`config.mk`:
```
export PLATFORM = sky130hd
export DESIGN_NAME = lph_ctrl
export DESIGN_NICKNAME = d
export VERILOG_FILES = /design/src/design/lph_pkg.sv /design/src/design/lph_ctrl.sv
export SDC_FILE = /design/constraint.sdc
export NUM_CORES = 1
export LEC_CHECK = 0
export CAP_MARGIN = 10
export CELL_PAD_IN_SITES_DETAIL_PLACEMENT = 1
export CELL_PAD_IN_SITES_GLOBAL_PLACEMENT = 2
export CORE_AREA = 2 2 39 41
export CTS_BUF_LIST = sky130_fd_sc_hd__clkbuf_4 sky130_fd_sc_hd__clkbuf_8
export DETAILED_ROUTE_END_ITERATION = 10
export DIE_AREA = 0 0 41 43
export DONT_BUFFER_PORTS = 1
export GPL_TIMING_DRIVEN = 0
export PLACE_DENSITY_LB_ADDON = 0.12
export SKIP_LAST_GASP = 1
export SLEW_MARGIN = 20
export SYNTH_ARGS = -nofsm -noshare
export SYNTH_HDL_FRONTEND = slang
export SYNTH_SLANG_ARGS = --single-unit
```
`constraint.sdc`:
```
create_clock -name i_clk -period 4.45 [get_ports i_clk]
set_clock_uncertainty 0.15 [all_clocks]
set_input_delay 1.1125 -clock i_clk [delete_from_list [all_inputs] [get_ports i_clk]]
set_output_delay 1.1125 -clock i_clk [all_outputs]
set_load 0.05 [all_outputs]
```
`src/design/lph_pkg.sv`:
```
// ----------------------------------------------------------------------------
// lph_pkg
// Shared types and constants for the linear-probe get-or-insert hash table.
// ----------------------------------------------------------------------------
`default_nettype none

package lph_pkg;

    // Default table size, log2 of the slot count
    localparam int LOG_SLOTS = 10;

    localparam int KEY_W   = 64;
    localparam int VALUE_W = 31;

    // All-ones key marks an empty slot
    localparam logic [KEY_W-1:0] EMPTY_KEY = '1;

    // Mixer multiplier constants (64-bit finalizer)
    localparam logic [63:0] MIX_C1 = 64'hbf58476d1ce4e5b9;
    localparam logic [63:0] MIX_C2 = 64'h94d049bb133111eb;

    // Mixer xor-shift amounts
    localparam int MIX_SH0 = 30;
    localparam int MIX_SH1 = 27;
    localparam int MIX_SH2 = 31;

    // Result status codes
    typedef enum logic [1:0] {
        ST_FOUND    = 2'd0,
        ST_INSERTED = 2'd1,
        ST_FULL     = 2'd2
    } t_status;

    // Input item
    typedef struct packed {
        logic [KEY_W-1:0]   lookup_key;
        logic [VALUE_W-1:0] new_value;
    } t_in_item;

    // Result item
    typedef struct packed {
        logic [VALUE_W-1:0] found_value;
        logic [1:0]         status;
    } t_out_item;

    // Controller states
    typedef enum logic [2:0] {
        S_CLEAR,
        S_IDLE,
        S_HASH,
        S_PROBE,
        S_DONE
    } t_state;

    // Controller to datapath commands
    typedef struct packed {
        logic    clr_write;   // write empty marker at clear pointer
        logic    load_req;    // capture incoming item
        logic    mix_start;   // start the key mixer
        logic    load_idx;    // take home slot from mixer, read it
        logic    advance;     // step to next slot, read it
        logic    ins_write;   // write key and value at current slot
        logic    res_load;    // capture pending result
        t_status res_code;    // which result to capture
        logic    out_load;    // move pending result to output register
    } t_cmd;

    // Datapath to controller status
    typedef struct packed {
        logic clr_last;       // clear pointer at last slot
        logic key_reserved;   // incoming key is the empty marker
        logic mix_done;       // mixer result ready
        logic hit;            // probed slot holds the key
        logic empty;          // probed slot is empty
        logic last_probe;     // every slot probed after this one
    } t_stat;

endpackage

`default_nettype wire

```
`src/design/lph_ctrl.sv`:
```
// ----------------------------------------------------------------------------
// lph_ctrl
// Controller: clearing pass after reset, item accept, wait on mixer, probe
// loop, result handoff into the output register.
// ----------------------------------------------------------------------------
`default_nettype none

module lph_ctrl (
    input  wire logic           i_clk,
    input  wire logic           i_rst_n,
    input  wire logic           i_in_valid,
    output logic                o_in_ready,
    output logic                o_out_valid,
    input  wire logic           i_out_ready,
    output lph_pkg::t_cmd       o_cmd,
    input  wire lph_pkg::t_stat i_stat
);

    lph_pkg::t_state r_state, n_state;
    logic            r_out_valid, n_out_valid;
    logic            accept;
    logic            out_free;

    assign accept   = (r_state == lph_pkg::S_IDLE) && i_in_valid;
    assign out_free = !r_out_valid || i_out_ready;

    // Next state
    always_comb begin
        n_state = r_state;
        unique case (r_state)
            lph_pkg::S_CLEAR: begin
                if (i_stat.clr_last) n_state = lph_pkg::S_IDLE;
            end
            lph_pkg::S_IDLE: begin
                if (accept) begin
                    n_state = i_stat.key_reserved ? lph_pkg::S_DONE : lph_pkg::S_HASH;
                end
            end
            lph_pkg::S_HASH: begin
                if (i_stat.mix_done) n_state = lph_pkg::S_PROBE;
            end
            lph_pkg::S_PROBE: begin
                if (i_stat.hit || i_stat.empty || i_stat.last_probe) begin
                    n_state = lph_pkg::S_DONE;
                end
            end
            lph_pkg::S_DONE: begin
                if (out_free) n_state = lph_pkg::S_IDLE;
            end
            default: n_state = lph_pkg::S_CLEAR;
        endcase
    end

    // Outputs and datapath commands
    always_comb begin
        o_cmd          = '0;
        o_cmd.res_code = lph_pkg::ST_FULL;
        o_in_ready     = 1'b0;
        unique case (r_state)
            lph_pkg::S_CLEAR: begin
                o_cmd.clr_write = 1'b1;
            end
            lph_pkg::S_IDLE: begin
                o_in_ready      = 1'b1;
                o_cmd.load_req  = accept;
                o_cmd.mix_start = accept && !i_stat.key_reserved;
                o_cmd.res_load  = accept && i_stat.key_reserved;
                o_cmd.res_code  = lph_pkg::ST_FULL;
            end
            lph_pkg::S_HASH: begin
                o_cmd.load_idx = i_stat.mix_done;
            end
            lph_pkg::S_PROBE: begin
                priority if (i_stat.hit) begin
                    o_cmd.res_load = 1'b1;
                    o_cmd.res_code = lph_pkg::ST_FOUND;
                end else if (i_stat.empty) begin
                    o_cmd.ins_write = 1'b1;
                    o_cmd.res_load  = 1'b1;
                    o_cmd.res_code  = lph_pkg::ST_INSERTED;
                end else if (i_stat.last_probe) begin
                    o_cmd.res_load = 1'b1;
                    o_cmd.res_code = lph_pkg::ST_FULL;
                end else begin
                    o_cmd.advance = 1'b1;
                end
            end
            lph_pkg::S_DONE: begin
                o_cmd.out_load = out_free;
            end
            default: begin
                o_cmd = '0;
            end
        endcase
    end

    // Output valid flag
    always_comb begin
        n_out_valid = r_out_valid;
        if (o_cmd.out_load) begin
            n_out_valid = 1'b1;
        end else if (i_out_ready) begin
            n_out_valid = 1'b0;
        end
    end

    always_ff @(posedge i_clk) begin
        if (!i_rst_n) begin
            r_state     <= lph_pkg::S_CLEAR;
            r_out_valid <= 1'b0;
        end else begin
            r_state     <= n_state;
            r_out_valid <= n_out_valid;
        end
    end

    assign o_out_valid = r_out_valid;

endmodule

`default_nettype wire

```
Word level (Yosys, flattened, before mapping)

Index checks and enable logic that the tools add are counted.

Output and inout bits: 12
Input bits: 10
Word-level logic and storage cells: 46
Bits in registers: 4

Reductions and logical operators: 12
Equal/unequal tests: 9
Multiplexer cells: 23

Operators with widths:

| cell                                          | number |
|---|---|
| 2-to-1 mux 3 bit                              | 9 |
| one-hot mux 3 bit (5 select lines)            | 1 |
| inequality test 2 bit, second input constant  | 5 |
| 2-to-1 mux 1 bit                              | 9 |
| one-hot mux 3 bit (3 select lines)            | 1 |
| == test 3 x 2 -> 1 bit, second input constant | 2 |
| 2-to-1 mux 2 bit                              | 3 |
| AND reduction 5 bit                           | 1 |
| == test 3 x 1 -> 1 bit, second input constant | 1 |
| == test 3 bit, second input constant          | 1 |
| logical AND 1 bit                             | 3 |
| zero test 3 bit                               | 1 |
| logical OR 1 bit                              | 3 |
| OR reduction 3 bit                            | 1 |
| zero test 1 bit                               | 2 |
| nonzero test 2 bit                            | 1 |

Longest topological paths before layout

Gate-level depths: netlist of run 1.

Word-level depth: 4
Gate-level depth with buffers: 5
Gate-level depth less buffers: 4

Least setup slack after synthesis of run 1

No wires, ideal clock.

Path kind: input to output
Start point: in i_stat[1] (netlist name)
End point: out o_cmd[1] (netlist name)
Arrival: 2258 ps
Buffers on the path: 0
Stages: 1
Required time: 3188 ps
Slack: 929 ps
Path through: nor3b_1

Word-level cells in the longest chain between the ends: 3

RTL lines:

| what                               | RTL line       | text |
|---|---|---|
| start, declared                    | lph_ctrl.sv:16 | `input wire lph_pkg::t_stat i_stat` |
| 2-to-1 mux 3 bit                   | lph_ctrl.sv:77 | `end else if (i_stat.empty) begin` |
| 2-to-1 mux 3 bit                   | lph_ctrl.sv:74 | `priority if (i_stat.hit) begin` |
| one-hot mux 3 bit (3 select lines) | lph_ctrl.sv:59 | `unique case (r_state)` |
| end, declared                      | lph_ctrl.sv:15 | `output lph_pkg::t_cmd o_cmd,` |

Every way passes these cells.

==> key figures, run 1 <==
Run status
  – Run status: finished clean

Critical path
  – Crit-path max cell delay: 0.77 ns
  – Worst-path maximum fanout: 10
  – CP Cell Sequence: buf_2, nor3b_4, and2_4, nor2b_1
  – CP Launch Type: flop
  – Worst path slowest cell: nor2b_1
  – Crit path DAT: 2.41 ns
  – Crit Path Class: reg -> out
  – CP required: 3.19 ns
  – Critical path capture point type: primary output
  – R2R cell count: 5

Route
  – DR vias/cell: 5.27
  – TritonRoute pass-1 iters: 1
  – Post-route ant nets: 0
  – DRC Markers: 0
  – Detailed Route WL: 847 µm
  – WL/cell: 14.1 µm
  – Via count: 316
  – First-iteration detailed-routing DRC count: 0

Synth
  – Ys async rst share: 0%
  – Xor-xnor portion of the synthesized cell area: 0%
  – Post-Synthesis Cells: 41
  – Sequential share of the synthesized area: 21.5%
  – Largest family of logic cells by synthesized area: simple AND/OR/NAND/NOR gates
  – Mapped cell area: 373 µm²
  – Synth Area per Inst: 9.09 µm²
  – Ys Warns: 0
  – Number of synthesized flops with an enable pin: 0
  – Syn Nets: 51
  – Biggest area consumer among synthesized cells: dfxtp_1
  – Synth area leaders: dfxtp_1, nor2b_1, nor3b_1
  – Primary FF master, synth: dfxtp_1
  – Compound-gate portion of the synthesized area: 19.8%
  – Mux contribution to synthesized area: 5.70%
  – Top cells by count, synth: dfxtp_1, nor2b_1, nand2b_1, nor3_1, nor3b_1
  – Post-Synth Simple-Gate Area: 44.6%
  – Area share of the largest cell type after synthesis: 21.5%
  – Yosys cell types: 26
  – Adder-Cell Fraction of Synth Area: 0%
  – FF+latch count, synth: 4

Floorplan
  – Initial Util: 26.9%
  – Top-level I/O count: 22
  – Core area: 1380 µm²
  – # rows: 14
  – Die height: 43 µm
  – Full die area: 1760 µm²
  – Die X: 41 µm

Final layout
  – # nets final: 56
  – Fin util: 31.5%
  – Filler instances: 164
  – Layout area overhead: 16.8%
  – FF+latch area: 80.1 µm²
  – Antenna Cells: 0
  – Final cell count without fillers: 60
  – Proportion of layout cells with a drive suffix above 1: 43.2%
  – Multi-input gate area: 282 µm²

STA
  – Slew headroom: 27.6%
  – Worst slew pin tran: 1.08 ns
  – Final hold violation count: 0
  – Max Freq: 0.272 GHz
  – Final worst-path cycle share: 82.5%
  – Final setup TNS: 0 ns
  – Final setup vio count: 0
  – RSZ-0062 raised after global routing: no
  – Final Max Tran Viols: 0
  – Min cycle time layout: 3.67 ns

GRT
  – GRT Total Usage: 11.0%
  – First-pass GRT wire length: 1290 µm
  – Initial antenna violation count: 0
  – Total grt overflow: 0
  – Number of global-route vias before repair: 326
  – Pin count of the biggest net entering global routing: 11

Min path
  – HP Class: reg -> reg
  – Hold path cells: 3

Clock tree
  – Clock buffer depth: 2
  – CTS tree: done
  – Num CTS Buffers: 3
  – Setup Buffers After CTS: 0
  – Worst-path clk slew: 0.04 ns
  – Post_cts resized: 0
  – Num Clock Sinks: 4
  – Root Driver: clkbuf_4
  – Clock latency on the worst-skew pair: 0.24 ns
  – CTS Hold Bufs: 0
  – H-tree levels: 1

Pwr
  – Peak supply drop: 0.133 mV
  – P per Cell Area: 292 nW/µm²
  – Pleak: 0.160 nW

Flow run
  – Number of max-cap violations: 0

Place
  – Gpl congestion: 0.627
  – Final HPWL DP: 689 µm
  – Placed cells: 57
  – Port bufs: 0
path summary, 6_finish.rpt:
kind | startpoint | to | slack (ns)
max | r_state[2] | o_cmd[7] | 0.78
min | r_state[1] | r_state[1] | 0.52
max reg2reg | r_state[0] | r_state[1] | 2.29
min reg2reg | r_state[1] | r_state[1] | 0.52
report_power, final:
group          total [mW]  internal [mW]  switching [mW]  leakage [nW]
Sequential         0.0395         0.0379         0.00156        0.0326
Clock              0.0451         0.0302          0.0149        0.0138
Combinational      0.0424         0.0136          0.0288         0.113
placed cells by master (no fill, tap or decap), types with 2 or more instances in the layout:
| cell type | netlist | layout |
|---|---|---|
| nor2b_1 | 4 | 4 |
| dfxtp_1 | 4 | 4 |
| nor3b_2 | 1 | 3 |
| nor3_2 | 1 | 3 |
| nand2b_1 | 3 | 3 |
| clkbuf_4 | 0 | 3 |
| buf_4 | 2 | 2 |
| nand3b_1 | 2 | 2 |
| o21a_1 | 2 | 2 |
metal layers:
| layer | up-vias | wire [µm] | GRT usage, % |
|---|---|---|---|
| li1 | 154 | - | - |
| met1 | 146 | 334 | 10.3 |
| met2 | 11 | 431 | 18.8 |
| met3 | 5 | 55 | 3.14 |
| met4 | 0 | 25 | 8.00 |
| met5 | - | 0 | 0 |
registers in the layout (all words and copies together), names as in the netlist:
register and count:
r_state 3, o_out_valid 1
kinds of logic (layout without fill, tap and decap cells):
| kind of cell | after synthesis | count (layout) |
|---|---|---|
| AND/OR/NAND/NOR | 23 | 23 |
| AO/OA/AOI/OAI | 8 | 8 |
| flip-flops | 4 | 4 |
| buffers and inverters | 4 | 7 |
| multiplexers | 2 | 2 |
critical path: cells and delay by family, from the launching register on:
family | cells | cell delay [ns]
buffers and inverters | 1 | 0.18
and+or+nand+nor | 3 | 1.69
DFF | 1 | 0.29
metrics by stage:
stage	setup slack [ns]	total power [mW]	hold slack [ns]	area, µm²
after CTS	0.769	0.130	0.527	435
after global routing	0.714	0.134	0.579	435
final	0.777	0.127	0.520	435
after global placement	0.896	0.0813	0.506	393
after detailed placement	0.969	0.0831	0.521	413
after floorplan	0.929	0.0780	0.463	373
cell type report:
type                            count  share of cell area [%]
Multi-Input combinational cell     33                    64.7
Sequential cell                     4                    18.4
Buffer                              4                    7.18
Clock buffer                        3                    5.17
Tap cell                           16                    4.60
Note: power is estimated with default switching activity, not from simulation.
==> run 2: changes to the inputs <==
==> constraint.sdc (replaced) <==
create_clock -name i_clk -period 3.2 [get_ports i_clk]
set_clock_uncertainty 0.15 [all_clocks]
set_input_delay 0.8 -clock i_clk [delete_from_list [all_inputs] [get_ports i_clk]]
set_output_delay 0.8 -clock i_clk [all_outputs]
set_load 0.05 [all_outputs]
==> key figures, run 2 (same netlist as run 1, synthesis figures left out) <==
Run status
  – Run status: finished clean

Route
  – DR vias/cell: 5.27 (unchanged)
  – TritonRoute pass-1 iters: 1 (unchanged)
  – Post-route ant nets: 0 (unchanged)
  – Via count: 316 (unchanged)
  – DRC Markers: 0 (unchanged)
  – WL/cell: 14.0 µm (-0.83%)
  – Detailed Route WL: 840 µm (-0.83%)
  – First-iteration detailed-routing DRC count: 0 (unchanged)

Floorplan
  – Initial Util: 26.9% (unchanged)
  – Core area: 1380 µm² (unchanged)
  – Full die area: 1760 µm² (unchanged)
  – # rows: 14 (unchanged)
  – Die X: 41 µm (unchanged)
  – Die height: 43 µm (unchanged)
  – Top-level I/O count: 22 (unchanged)

Final layout
  – Layout area overhead: 17.4%
  – Max FFs per register: 3 (unchanged)
  – # nets final: 56 (unchanged)
  – Antenna Cells: 0 (unchanged)
  – Proportion of layout cells with a drive suffix above 1: 45.5% (+2.3 points)
  – Filler instances: 164 (unchanged)
  – Most common library cell in the layout ignoring fill and taps: dfxtp_1
  – Final cell count without fillers: 60 (unchanged)
  – Top reg by flops: r_state

Min path
  – HP Class: reg -> reg

Place
  – Gpl congestion: 0.627 (unchanged)
  – Port bufs: 0 (unchanged)
  – Placed cells: 57 (unchanged)
  – Final HPWL DP: 689 µm (unchanged)

Critical path
  – Worst-path maximum fanout: 10 (unchanged)
  – R2R Setup Slk: 1.03 ns (-1.26 ns)
  – Crit path DAT: 2.15 ns (-0.26 ns)
  – Crit Path Class: reg -> out
  – CP Launch Type: flop
  – Critical path capture point type: primary output
  – CP required: 2.25 ns (-0.94 ns)

Clock tree
  – Worst-path clk slew: 0.04 ns (about the same)
  – CTS Hold Bufs: 0 (unchanged)
  – H-tree levels: 1 (unchanged)
  – CTS tree: done
  – Num Clock Sinks: 4 (unchanged)
  – Clock buffer depth: 2 (unchanged)
  – Root Driver: clkbuf_4
  – Num CTS Buffers: 3 (unchanged)
  – Clock latency on the worst-skew pair: 0.23 ns (about the same)
  – Setup Buffers After CTS: 0 (unchanged)

STA
  – RSZ-0062 raised after global routing: no
  – Hold WS: 0.520 ns (+0.000162 ns)
  – Final worst-path cycle share: 96.9%
  – Min cycle time layout: 3.10 ns
  – Final setup TNS: 0 ns (unchanged)
  – Worst slew pin tran: 1.09 ns (+0.00137 ns)
  – Final setup vio count: 0 (unchanged)
  – Final hold violation count: 0 (unchanged)
  – Max Freq: 0.322 GHz
  – Slew headroom: 27.5% (-0.091 points)
  – Final Max Tran Viols: 0 (unchanged)

Pwr
  – Total power: 0.176 mW (+39%)
  – P per Cell Area: 403 nW/µm² (+38%)
  – Pleak: 0.160 nW (+0.13%)
  – Peak supply drop: 0.183 mV (+37%)

GRT
  – Pin count of the biggest net entering global routing: 11 (unchanged)
  – Total grt overflow: 0 (unchanged)
  – Initial antenna violation count: 0 (unchanged)
  – First-pass GRT wire length: 1280 µm (-1.1%)
  – Number of global-route vias before repair: 325 (-0.31%)
  – GRT Total Usage: 10.9% (-0.10 points)

Flow run
  – Number of max-cap violations: 0 (unchanged)
==> run 2: changes by cell type in the layout (fill, tap and decap cells not counted) <==
cell	before	now
nor2b_1	4	3
nor2b_2	0	1
==> run 2: power breakdown <==
part	internal, mW	switching, mW
Clock	0.0419	0.0204
Combinational	0.0192	0.0401
Sequential	0.0527	0.00217
Total	0.114	0.0626
==> run 2: timing repair <==
item	in CTS	in global routing
endpoints found under the setup margin	1	0
gates resized for setup	1	0
endpoints found under the hold margin	0	0
==> run 2: path summary, 6_finish.rpt <==
check | startpoint | to | cells after the start
worst max register to register | r_state[0] | r_state[1] | 5
worst min-delay path | r_state[1] | r_state[1] | 3
worst min register to register | r_state[1] | r_state[1] | 3
worst max-delay path | r_state[2] | o_cmd[7] | 4
==> run 2: worst max-delay path, stage by stage, from the launching register on <==
cell and delay [ns]:
dfxtp_1 0.29, buf_2 0.18, nor3b_4 0.56, and2_4 0.36
nor2b_2 0.52
==> run 2: area by class of cell <==
type | count | area [µm²] | area share (%)
clock buffers | 3 | 22.5 | 5.14
well taps | 16 | 20.0 | 4.57
multi-input cells | 33 | 284 | 64.9
plain buffers | 4 | 31.3 | 7.14
flip-flops and latches | 4 | 80.1 | 18.3
==> run 2: metrics by stage <==
step / setup WS (ns) / utilization [%] / area [µm²]
after floorplan: 0.171 / - / 373
after global placement: 0.0980 / 28.4 / 393
after detailed placement: 0.0797 / 29.8 / 413
after CTS: 0.0834 / 31.6 / 438
after global routing: 0.0342 / 31.6 / 438
final: 0.0981 / 31.6 / 438
==> run 2: routing by layer <==
layer | GRT usage, % | up-vias | share of wire [%] | wire (µm)
li1 | - | 153 | - | -
met1 | 10.3 | 149 | 40 | 332
met2 | 18.4 | 10 | 53 | 442
met3 | 3.14 | 4 | 6.5 | 55
met4 | 8.00 | 0 | 1.2 | 10
met5 | 0 | - | 0 | 0
